### src/rtl/rlec_pkg.sv
// Shared types and constants of the run-length escape codec.
// Used by every module of the block; depends on nothing.
package rlec_pkg;

	// Escape and digit characters of the coded stream
	localparam logic [7:0] EscChar   = 8'h24;
	localparam logic [7:0] DigitZero = 8'h30;
	localparam logic [7:0] DigitNine = 8'h39;
	// A run of this many repeats closes as escape, '9', byte
	localparam logic [3:0] RunLimit  = 4'd10;
	localparam logic [3:0] FullRunDigit = 4'd9;

	// Command queue between front and back; depth is a power of two
	localparam int QDepth = 4;
	localparam int QAw    = $clog2(QDepth);
	localparam int QCntW  = $clog2(QDepth + 1);

	typedef enum logic {
		MODE_COMPRESS   = 1'b0,
		MODE_DECOMPRESS = 1'b1
	} mode_t;

	typedef enum logic {
		CMD_LIST   = 1'b0,	// emit byte0..byte(cnt-1)
		CMD_REPEAT = 1'b1	// emit byte0 cnt times
	} cmd_kind_t;

	typedef struct packed {
		cmd_kind_t   kind;
		logic [7:0]  byte0;
		logic [7:0]  byte1;
		logic [7:0]  byte2;
		logic [3:0]  cnt;
	} cmd_t;

	// Head of the command queue as seen by the back end
	typedef struct packed {
		logic valid;
		cmd_t cmd;
	} q_head_t;

endpackage

### src/rtl/rle_dollar_escape_codec.sv
// Top level of the run-length escape codec: front end, command queue,
// back end. Depends on rlec_pkg, rlec_front, rlec_queue and rlec_back.
// Usage:
//   Input channel in_valid/in_stall carries data_byte and end_of_stream;
//   a request is taken at a clock edge with in_valid high and in_stall low.
//   Output channel out_valid/out_stall carries out_byte and run_last;
//   run_last marks the final byte produced by one input request.
//   cfg_we/cfg_wdata write the mode bit (0 compress, 1 decompress); write
//   it only while no output is pending.
// Timing:
//   The front end classifies one request per cycle, while the queue has room,
//   into at most one command and pushes it into a four-entry queue; the back
//   end drains one output byte per cycle while out_stall is low. A request
//   yields up to three bytes when compressing, up to nine on a decoded run,
//   none for an escape or a repeat that only extends a run. Commands are held
//   in the queue, bytes in the output register; the back end sets the rate.
// Reset and stall:
//   arst_n clears mode, stream state, queue and output register; a request
//   with end_of_stream also returns the stream state to reset after flushing.
//   out_stall holds the output register; the queue absorbs requests until full.
module rle_dollar_escape_codec (
	input  logic        clk,
	input  logic        arst_n,
	input  logic        cfg_we,
	input  logic        cfg_wdata,
	input  logic        in_valid,
	output logic        in_stall,
	input  logic [7:0]  data_byte,
	input  logic        end_of_stream,
	output logic        out_valid,
	input  logic        out_stall,
	output logic [7:0]  out_byte,
	output logic        run_last
);

	logic              accept;
	logic              cmd_push;
	rlec_pkg::cmd_t    cmd;
	logic              q_full;
	logic              q_pop;
	rlec_pkg::q_head_t q_head;

	// Advance the front end whenever the queue has room
	assign in_stall = q_full;
	assign accept   = in_valid && !q_full;

	rlec_front u_front (
		.clk           (clk),
		.arst_n        (arst_n),
		.cfg_we        (cfg_we),
		.cfg_wdata     (cfg_wdata),
		.accept        (accept),
		.data_byte     (data_byte),
		.end_of_stream (end_of_stream),
		.cmd_push      (cmd_push),
		.cmd           (cmd)
	);

	rlec_queue u_queue (
		.clk      (clk),
		.arst_n   (arst_n),
		.push     (cmd_push),
		.push_cmd (cmd),
		.pop      (q_pop),
		.full     (q_full),
		.head     (q_head)
	);

	rlec_back u_back (
		.clk       (clk),
		.arst_n    (arst_n),
		.head      (q_head),
		.pop       (q_pop),
		.out_stall (out_stall),
		.out_valid (out_valid),
		.out_byte  (out_byte),
		.run_last  (run_last)
	);

endmodule

### src/rtl/rlec_front.sv
// Front end of the run-length escape codec: mode register, stream state
// and classification of each accepted byte into at most one output command.
// Depends on rlec_pkg.
module rlec_front (
	input  logic                clk,
	input  logic                arst_n,
	input  logic                cfg_we,
	input  logic                cfg_wdata,
	input  logic                accept,
	input  logic [7:0]          data_byte,
	input  logic                end_of_stream,
	output logic                cmd_push,
	output rlec_pkg::cmd_t      cmd
);

	rlec_pkg::mode_t mode_q;
	logic [7:0] prev_q;
	logic [3:0] repeat_q;
	logic       await_q;
	logic       literal_q;

	logic [7:0] prev_nx;
	logic [3:0] repeat_nx;
	logic       await_nx;
	logic       literal_nx;

	logic       eq;
	logic [3:0] cnt_inc;
	logic [3:0] fl_c;
	logic [1:0] fl_n;
	logic [7:0] fl0;
	logic [7:0] fl1;
	logic       is_digit;

	always_ff @(posedge clk or negedge arst_n) begin
		if (!arst_n) begin
			mode_q <= rlec_pkg::MODE_COMPRESS;
		end else if (cfg_we) begin
			mode_q <= rlec_pkg::mode_t'(cfg_wdata);
		end
	end

	always_ff @(posedge clk or negedge arst_n) begin
		if (!arst_n) begin
			prev_q    <= '0;
			repeat_q  <= '0;
			await_q   <= 1'b0;
			literal_q <= 1'b0;
		end else if (accept) begin
			prev_q    <= prev_nx;
			repeat_q  <= repeat_nx;
			await_q   <= await_nx;
			literal_q <= literal_nx;
		end
	end

	assign eq       = (data_byte == prev_q);
	assign cnt_inc  = repeat_q + 4'd1;
	assign is_digit = data_byte inside {[rlec_pkg::DigitZero : rlec_pkg::DigitNine]};

	// Flush of a pending count: one copy for a count of one, escape and digit
	// for two to nine, nothing otherwise
	assign fl_c = eq ? cnt_inc : repeat_q;
	assign fl0  = (fl_c == 4'd1) ? prev_q : rlec_pkg::EscChar;
	assign fl1  = rlec_pkg::DigitZero + {4'd0, fl_c};
	always_comb begin
		if (fl_c == 4'd1) begin
			fl_n = 2'd1;
		end else if (fl_c inside {[4'd2 : 4'd9]}) begin
			fl_n = 2'd2;
		end else begin
			fl_n = 2'd0;
		end
	end

	always_comb begin
		cmd        = '0;
		cmd.kind   = rlec_pkg::CMD_LIST;
		prev_nx    = prev_q;
		repeat_nx  = repeat_q;
		await_nx   = await_q;
		literal_nx = literal_q;

		if (mode_q == rlec_pkg::MODE_COMPRESS) begin
			prev_nx = data_byte;
			if (eq) begin
				if (cnt_inc >= rlec_pkg::RunLimit) begin
					cmd.byte0 = rlec_pkg::EscChar;
					cmd.byte1 = rlec_pkg::DigitZero + {4'd0, rlec_pkg::FullRunDigit};
					cmd.byte2 = data_byte;
					cmd.cnt   = 4'd3;
					repeat_nx = '0;
				end else begin
					repeat_nx = cnt_inc;
					if (end_of_stream) begin
						cmd.byte0 = fl0;
						cmd.byte1 = fl1;
						cmd.cnt   = {2'd0, fl_n};
					end
				end
			end else begin
				repeat_nx = '0;
				case (fl_n)
					2'd1: begin
						cmd.byte0 = fl0;
						cmd.byte1 = data_byte;
						cmd.cnt   = 4'd2;
					end
					2'd2: begin
						cmd.byte0 = fl0;
						cmd.byte1 = fl1;
						cmd.byte2 = data_byte;
						cmd.cnt   = 4'd3;
					end
					default: begin
						cmd.byte0 = data_byte;
						cmd.cnt   = 4'd1;
					end
				endcase
			end
		end else begin
			if (literal_q) begin
				cmd.byte0  = data_byte;
				cmd.cnt    = 4'd1;
				prev_nx    = data_byte;
				literal_nx = 1'b0;
			end else if (await_q) begin
				cmd.kind   = rlec_pkg::CMD_REPEAT;
				cmd.byte0  = prev_q;
				cmd.cnt    = is_digit ? 4'(data_byte - rlec_pkg::DigitZero) : 4'd0;
				await_nx   = 1'b0;
				literal_nx = 1'b1;
			end else if (data_byte == rlec_pkg::EscChar) begin
				await_nx = 1'b1;
			end else begin
				cmd.byte0 = data_byte;
				cmd.cnt   = 4'd1;
				prev_nx   = data_byte;
			end
		end

		// End of stream returns the stream state to its reset value
		if (end_of_stream) begin
			prev_nx    = '0;
			repeat_nx  = '0;
			await_nx   = 1'b0;
			literal_nx = 1'b0;
		end
	end

	// Drop items that produce nothing
	assign cmd_push = accept && (cmd.cnt != 4'd0);

endmodule

### src/rtl/rlec_queue.sv
// Short command queue between the front and back ends of the codec.
// Depends on rlec_pkg.
module rlec_queue (
	input  logic                clk,
	input  logic                arst_n,
	input  logic                push,
	input  rlec_pkg::cmd_t      push_cmd,
	input  logic                pop,
	output logic                full,
	output rlec_pkg::q_head_t   head
);

	rlec_pkg::cmd_t mem_q [rlec_pkg::QDepth];
	logic [rlec_pkg::QAw-1:0]   wptr_q;
	logic [rlec_pkg::QAw-1:0]   rptr_q;
	logic [rlec_pkg::QCntW-1:0] count_q;

	assign full       = (count_q == rlec_pkg::QCntW'(rlec_pkg::QDepth));
	assign head.valid = (count_q != '0);
	assign head.cmd   = mem_q[rptr_q];

	always_ff @(posedge clk) begin
		if (push) begin
			mem_q[wptr_q] <= push_cmd;
		end
	end

	always_ff @(posedge clk or negedge arst_n) begin
		if (!arst_n) begin
			wptr_q  <= '0;
			rptr_q  <= '0;
			count_q <= '0;
		end else begin
			if (push) begin
				wptr_q <= wptr_q + 1'b1;
			end
			if (pop) begin
				rptr_q <= rptr_q + 1'b1;
			end
			case ({push, pop})
				2'b10:   count_q <= count_q + 1'b1;
				2'b01:   count_q <= count_q - 1'b1;
				default: count_q <= count_q;
			endcase
		end
	end

endmodule

### src/rtl/rlec_back.sv
// Back end of the codec: expands the head command one byte per cycle, unless
// out_stall holds it, into the output register. Depends on rlec_pkg.
module rlec_back (
	input  logic                clk,
	input  logic                arst_n,
	input  rlec_pkg::q_head_t   head,
	output logic                pop,
	input  logic                out_stall,
	output logic                out_valid,
	output logic [7:0]          out_byte,
	output logic                run_last
);

	logic [3:0] idx_q;
	logic       valid_q;
	logic [7:0] byte_q;
	logic       last_q;

	logic       load;
	logic       last;
	logic [7:0] sel;

	assign load = !valid_q || !out_stall;
	assign last = ((idx_q + 4'd1) == head.cmd.cnt);
	assign pop  = load && head.valid && last;

	always_comb begin
		if (head.cmd.kind == rlec_pkg::CMD_REPEAT) begin
			sel = head.cmd.byte0;
		end else begin
			case (idx_q[1:0])
				2'd0:    sel = head.cmd.byte0;
				2'd1:    sel = head.cmd.byte1;
				default: sel = head.cmd.byte2;
			endcase
		end
	end

	always_ff @(posedge clk or negedge arst_n) begin
		if (!arst_n) begin
			idx_q   <= '0;
			valid_q <= 1'b0;
		end else if (load) begin
			valid_q <= head.valid;
			if (head.valid) begin
				idx_q <= last ? 4'd0 : idx_q + 4'd1;
			end
		end
	end

	always_ff @(posedge clk) begin
		if (load && head.valid) begin
			byte_q <= sel;
			last_q <= last;
		end
	end

	assign out_valid = valid_q;
	assign out_byte  = byte_q;
	assign run_last  = last_q;

endmodule

### config.mk
export PLATFORM = sky130hd
export DESIGN_NAME = rle_dollar_escape_codec
export DESIGN_NICKNAME = d
export VERILOG_FILES = /design/src/rtl/rlec_pkg.sv /design/src/rtl/rle_dollar_escape_codec.sv /design/src/rtl/rlec_front.sv /design/src/rtl/rlec_queue.sv /design/src/rtl/rlec_back.sv
export SDC_FILE = /design/constraint.sdc
export NUM_CORES = 1
export LEC_CHECK = 0
export BUFFER_PORTS_ARGS = -buffer_cell sky130_fd_sc_hd__buf_2
export CORE_ASPECT_RATIO = 1.2
export CORE_MARGIN = 1.5
export CORE_UTILIZATION = 60
export DETAILED_ROUTE_END_ITERATION = 10
export GPL_TIMING_DRIVEN = 0
export PLACE_DENSITY = 0.78
export SETUP_SLACK_MARGIN = 0.3
export SYNTH_ARGS = -nofsm -noshare
export SYNTH_HDL_FRONTEND = slang
export SYNTH_SLANG_ARGS = --single-unit
### constraint.sdc
create_clock -name clk -period 3.77 [get_ports clk]
set_input_delay 0.1885 -clock clk [delete_from_list [all_inputs] [get_ports clk]]
set_output_delay 0.1885 -clock clk [all_outputs]
set_load 0.01 [all_outputs]
==> impl_results.rst <==
.. list-table::
   :header-rows: 1

   * - Metric
     - Value
   * - Result of the run
     - completed
   * - Final weighted congestion of routability-driven global placement
     - 0.892
   * - Pins Over Slew Limit
     - 0
   * - Crit path max fanout
     - 6
   * - Normalized max-slew margin
     - 0.457
   * - Combined area of all synthesized cells
     - 6820 um^2
   * - Post-synth EDFFs
     - 125
   * - Residual DRC
     - 0
   * - Clock latency at the later pin of the worst-skew pair
     - 0.42 ns
   * - Most used cells in the layout excluding fill and tap cells
     - 125 x sky130_fd_sc_hd__edfxtp_1, 47 x sky130_fd_sc_hd__o21ai_0, 31 x sky130_fd_sc_hd__nand2_1, 29 x sky130_fd_sc_hd__mux4_2, 26 x sky130_fd_sc_hd__buf_2
   * - Worst ir drop on vdd
     - 391 uV
   * - Standard-cell rows
     - 42
   * - Boundary pin count
     - 26
   * - Area contributors post-synth
     - sky130_fd_sc_hd__edfxtp_1 55%, sky130_fd_sc_hd__dfrtp_1 9.9%, sky130_fd_sc_hd__mux4_2 9.6%
   * - Setup Slack @ Placement
     - 0.270 ns
   * - Number of synthesized register bits
     - 152
   * - First-pass GRT wire length
     - 22.5 mm
   * - Ratio of total power to cell area
     - 729 nW/um^2
   * - Fraction of post-synthesis cell area in the top cell type by area
     - 0.550
   * - DPL Wire Length
     - 9.06 mm
   * - Element type at the critical path end
     - flip-flop
   * - Post-Synth XOR/XNOR Area
     - 0.0295
   * - First DRT Iteration DRCs
     - 298
   * - Synthesized net count
     - 487
   * - Leading cell type in the layout, fill and taps excluded
     - sky130_fd_sc_hd__edfxtp_1
   * - Syn. warnings
     - 0
   * - Post-Route Skew
     - 0.00460 ns
   * - Die span in x
     - 100 um
   * - Combined area of the multi-input logic cells
     - 2270 um^2
   * - Met2 usage in global routing
     - 0.414
   * - Antenna cell count
     - 0
   * - Clock tree from TritonCTS
     - done
   * - Avg WL per Cell
     - 21.4 um
   * - Total of fill cells in the finished design
     - 720
   * - Sinks on Clock Net
     - 152
   * - Vias
     - 4182
   * - Die Span Y
     - 120 um
   * - Drt pass-1 iters
     - 5
   * - Class of the tightest hold or removal check
     - in -> reg
   * - Number of cells produced by synthesis
     - 461
   * - Met3 GRT Util
     - 0.0507
   * - Setup violation total in the final timing report
     - 0
   * - Achievable clock frequency
     - 306 MHz
   * - Worst Tran Pin Value
     - 0.814 ns
   * - Starting density of the core
     - 0.618
   * - Post-synthesis compound-gate area fraction
     - 0.0923
   * - Clock buffer depth
     - 2
   * - Mux share of post-synthesis cell area
     - 0.101
   * - Sum of routed wire length over all layers
     - 14.0 mm
   * - Clock Tree Root
     - sky130_fd_sc_hd__clkbuf_16
   * - Part of the Yosys area used for sequential elements
     - 0.649
   * - RSZ-0062 raised after global routing
     - no
   * - Max-cap violation count
     - 0
   * - Primary flip-flop cell chosen by synthesis mapping
     - sky130_fd_sc_hd__edfxtp_1
   * - Post-synthesis async set-or-reset flop share
     - 0.178
   * - Part of the cycle the worst path needs
     - 0.868
   * - Final global-route overflow total
     - 0
   * - Minimum setup slack in the final design
     - 0.497 ns
   * - Pin count of the biggest net entering global routing
     - 30
   * - Register cell area after layout
     - 4430 um^2
   * - Via count of the first global-routing pass
     - 4236
   * - Net count reported at finish
     - 536
   * - Combinational family with the most area after synthesis
     - multiplexers
   * - Met1 Resource Use GR
     - 0.336
   * - Distinct cell type count of the synthesized netlist
     - 55
   * - Total die area
     - 12000 um^2
   * - Final total negative setup slack
     - 0 ns
   * - Number of non-filler instances in the completed layout
     - 655
   * - Leakage power summed over all cells
     - 2.82 nW
   * - Ratio of cells with drive above 1 in the final layout
     - 0.220
   * - Cell count after placement
     - 614
   * - Most utilized layer in the global route result
     - met2
   * - Number of vias per cell after detailed routing
     - 6.38
   * - DRT antenna net count
     - 0
   * - Clock transition at the registers of the reported paths
     - 0.06 ns
   * - Setup crit start kind
     - flip-flop
   * - Crit Path Category
     - reg -> reg
   * - Worst-case hold slack
     - 0.0797 ns
   * - Depth of the CTS H-tree
     - 4
   * - Inserted Clock Buffers
     - 17
   * - Fin. Hold Viols
     - 0
   * - Number of antenna violations at the first check in global routing
     - 0
   * - Critical Path AT
     - 3.61 ns
   * - Core ar.
     - 11000 um^2
   * - Cell type with the highest aggregate area in the netlist
     - sky130_fd_sc_hd__edfxtp_1
   * - Synthesized area per cell
     - 14.8 um^2
   * - Global-route usage over all layers
     - 0.256
   * - Synthesized-area fraction occupied by adder cells
     - 0.0213
   * - Min cycle time layout
     - 3.27 ns
   * - Layout overhead on the synthesized area
     - 14.4%
   * - Simple logic cell fraction of the synthesized area
     - 0.0827
   * - Required time worst endpoint
     - 4.11 ns
   * - IO Port Bufs
     - 21
## cells in the mapped netlist (2+ instances only)
master                       n
sky130_fd_sc_hd__a211oi_1    3
sky130_fd_sc_hd__a21o_1      2
sky130_fd_sc_hd__a21oi_1     8
sky130_fd_sc_hd__a22o_1      6
sky130_fd_sc_hd__a22oi_1    12
sky130_fd_sc_hd__a41oi_1     2
sky130_fd_sc_hd__and2_1     20
sky130_fd_sc_hd__buf_2       6
sky130_fd_sc_hd__clkbuf_1   15
sky130_fd_sc_hd__dfrtp_1    27
sky130_fd_sc_hd__edfxtp_1  125
sky130_fd_sc_hd__ha_1       10
sky130_fd_sc_hd__inv_1      13
sky130_fd_sc_hd__mux2i_1     2
sky130_fd_sc_hd__mux4_2     29
sky130_fd_sc_hd__nand2_1    31
sky130_fd_sc_hd__nand2b_1   12
sky130_fd_sc_hd__nand3_1     7
sky130_fd_sc_hd__nor2_1     11
sky130_fd_sc_hd__nor2b_1     4
sky130_fd_sc_hd__nor3_1      7
sky130_fd_sc_hd__nor3b_1     3
sky130_fd_sc_hd__o21a_1      2
sky130_fd_sc_hd__o21ai_0    47
sky130_fd_sc_hd__o21bai_1    5
sky130_fd_sc_hd__o31ai_1     2
sky130_fd_sc_hd__xnor2_1     9
sky130_fd_sc_hd__xor2_1     14
## registers in the layout, indices dropped and copies added (netlist names)
signal,cells
u_back.idx_q,4
u_back.out_valid,1
u_front.literal_q,1
u_queue.mem_q,116
u_queue.rptr_q,2
u_back.out_byte,8
u_back.run_last,1
u_front.prev_q,8
u_front.repeat_q,4
u_front.await_q,1
u_queue.count_q,3
u_queue.wptr_q,2
u_front.mode_q,1
## final timing paths
check | cells after the start | from | endpoint | slack (ns)
setup / recovery | 14 | u_front.repeat_q[1] | u_queue.count_q[2] | 0.50
hold / removal | 3 | data_byte[0] | u_front.prev_q[0] | 0.08
setup reg to reg | 14 | u_front.repeat_q[1] | u_queue.count_q[2] | 0.50
hold reg to reg | 2 | u_back.out_valid | u_back.out_valid | 0.50
max in group asynchronous | 2 | arst_n | u_front.repeat_q[1] | 2.95
min in group asynchronous | 2 | arst_n | u_queue.count_q[2] | 0.34
## cell type report
type,instances,share of cell area
buffer,25,0.0156
clock buffer,19,0.0580
clock inverter,13,0.0165
inverter,13,0.00625
multi-input combinational,271,0.291
sequential,152,0.568
tap,132,0.0212
timing repair buffer,30,0.0234
## per-layer routing
metal | vias to the layer above | routed length, um
met2 | 178 | 7110
met3 | 29 | 775
li1 | 1861 | -
met1 | 2114 | 5750
met4 | 0 | 388
met5 | - | 0
## through the flow
stage	util	instance area, um^2	total power [mW]
finish	0.707	7800	5.69
global route	0.707	7800	5.93
CTS	0.700	7720	5.69
detailed placement	0.643	7100	4.04
global placement	0.643	7090	3.97
floorplan	-	6820	3.54
## timing repair
action                                  4_1_cts  5_1_grt
pin swaps                                     0        3
hold buffers                                  4        0
gates resized for setup                       2       11
endpoints found under the hold margin        29        0
endpoints found under the setup margin        1        2
setup buffers                                 0        5
## cells by family (layout without fill, tap and decap cells)
group | count (synthesis) | in the layout
adders and majority gates | 11 | 11
and+or+nand+nor | 105 | 105
AOI/OAI and AO/OA | 100 | 100
muxes | 32 | 32
xor gates and xnor gates | 23 | 23
DFF | 152 | 152
buffers and inverters | 38 | 100
## power by group
group,switching [mW],internal (mW)
clock,0.650,1.00
combinational,0.943,0.671
sequential,0.145,2.27
total,1.74,3.95
## worst max-delay path: stages (launching register included)
cell and delay [ns]:
sky130_fd_sc_hd__dfrtp_2 0.42, sky130_fd_sc_hd__inv_1 0.10, sky130_fd_sc_hd__ha_4 0.29, sky130_fd_sc_hd__nand3_2 0.13, sky130_fd_sc_hd__o21a_2 0.26, sky130_fd_sc_hd__a211o_1 0.30
sky130_fd_sc_hd__a32o_2 0.30, sky130_fd_sc_hd__o31a_1 0.28, sky130_fd_sc_hd__inv_1 0.07, sky130_fd_sc_hd__ha_1 0.18, sky130_fd_sc_hd__inv_1 0.06, sky130_fd_sc_hd__fa_1 0.37
sky130_fd_sc_hd__xor2_1 0.15, sky130_fd_sc_hd__nor2_1 0.11, sky130_fd_sc_hd__xor2_1 0.16
Note: power is estimated with default switching activity, not from simulation.
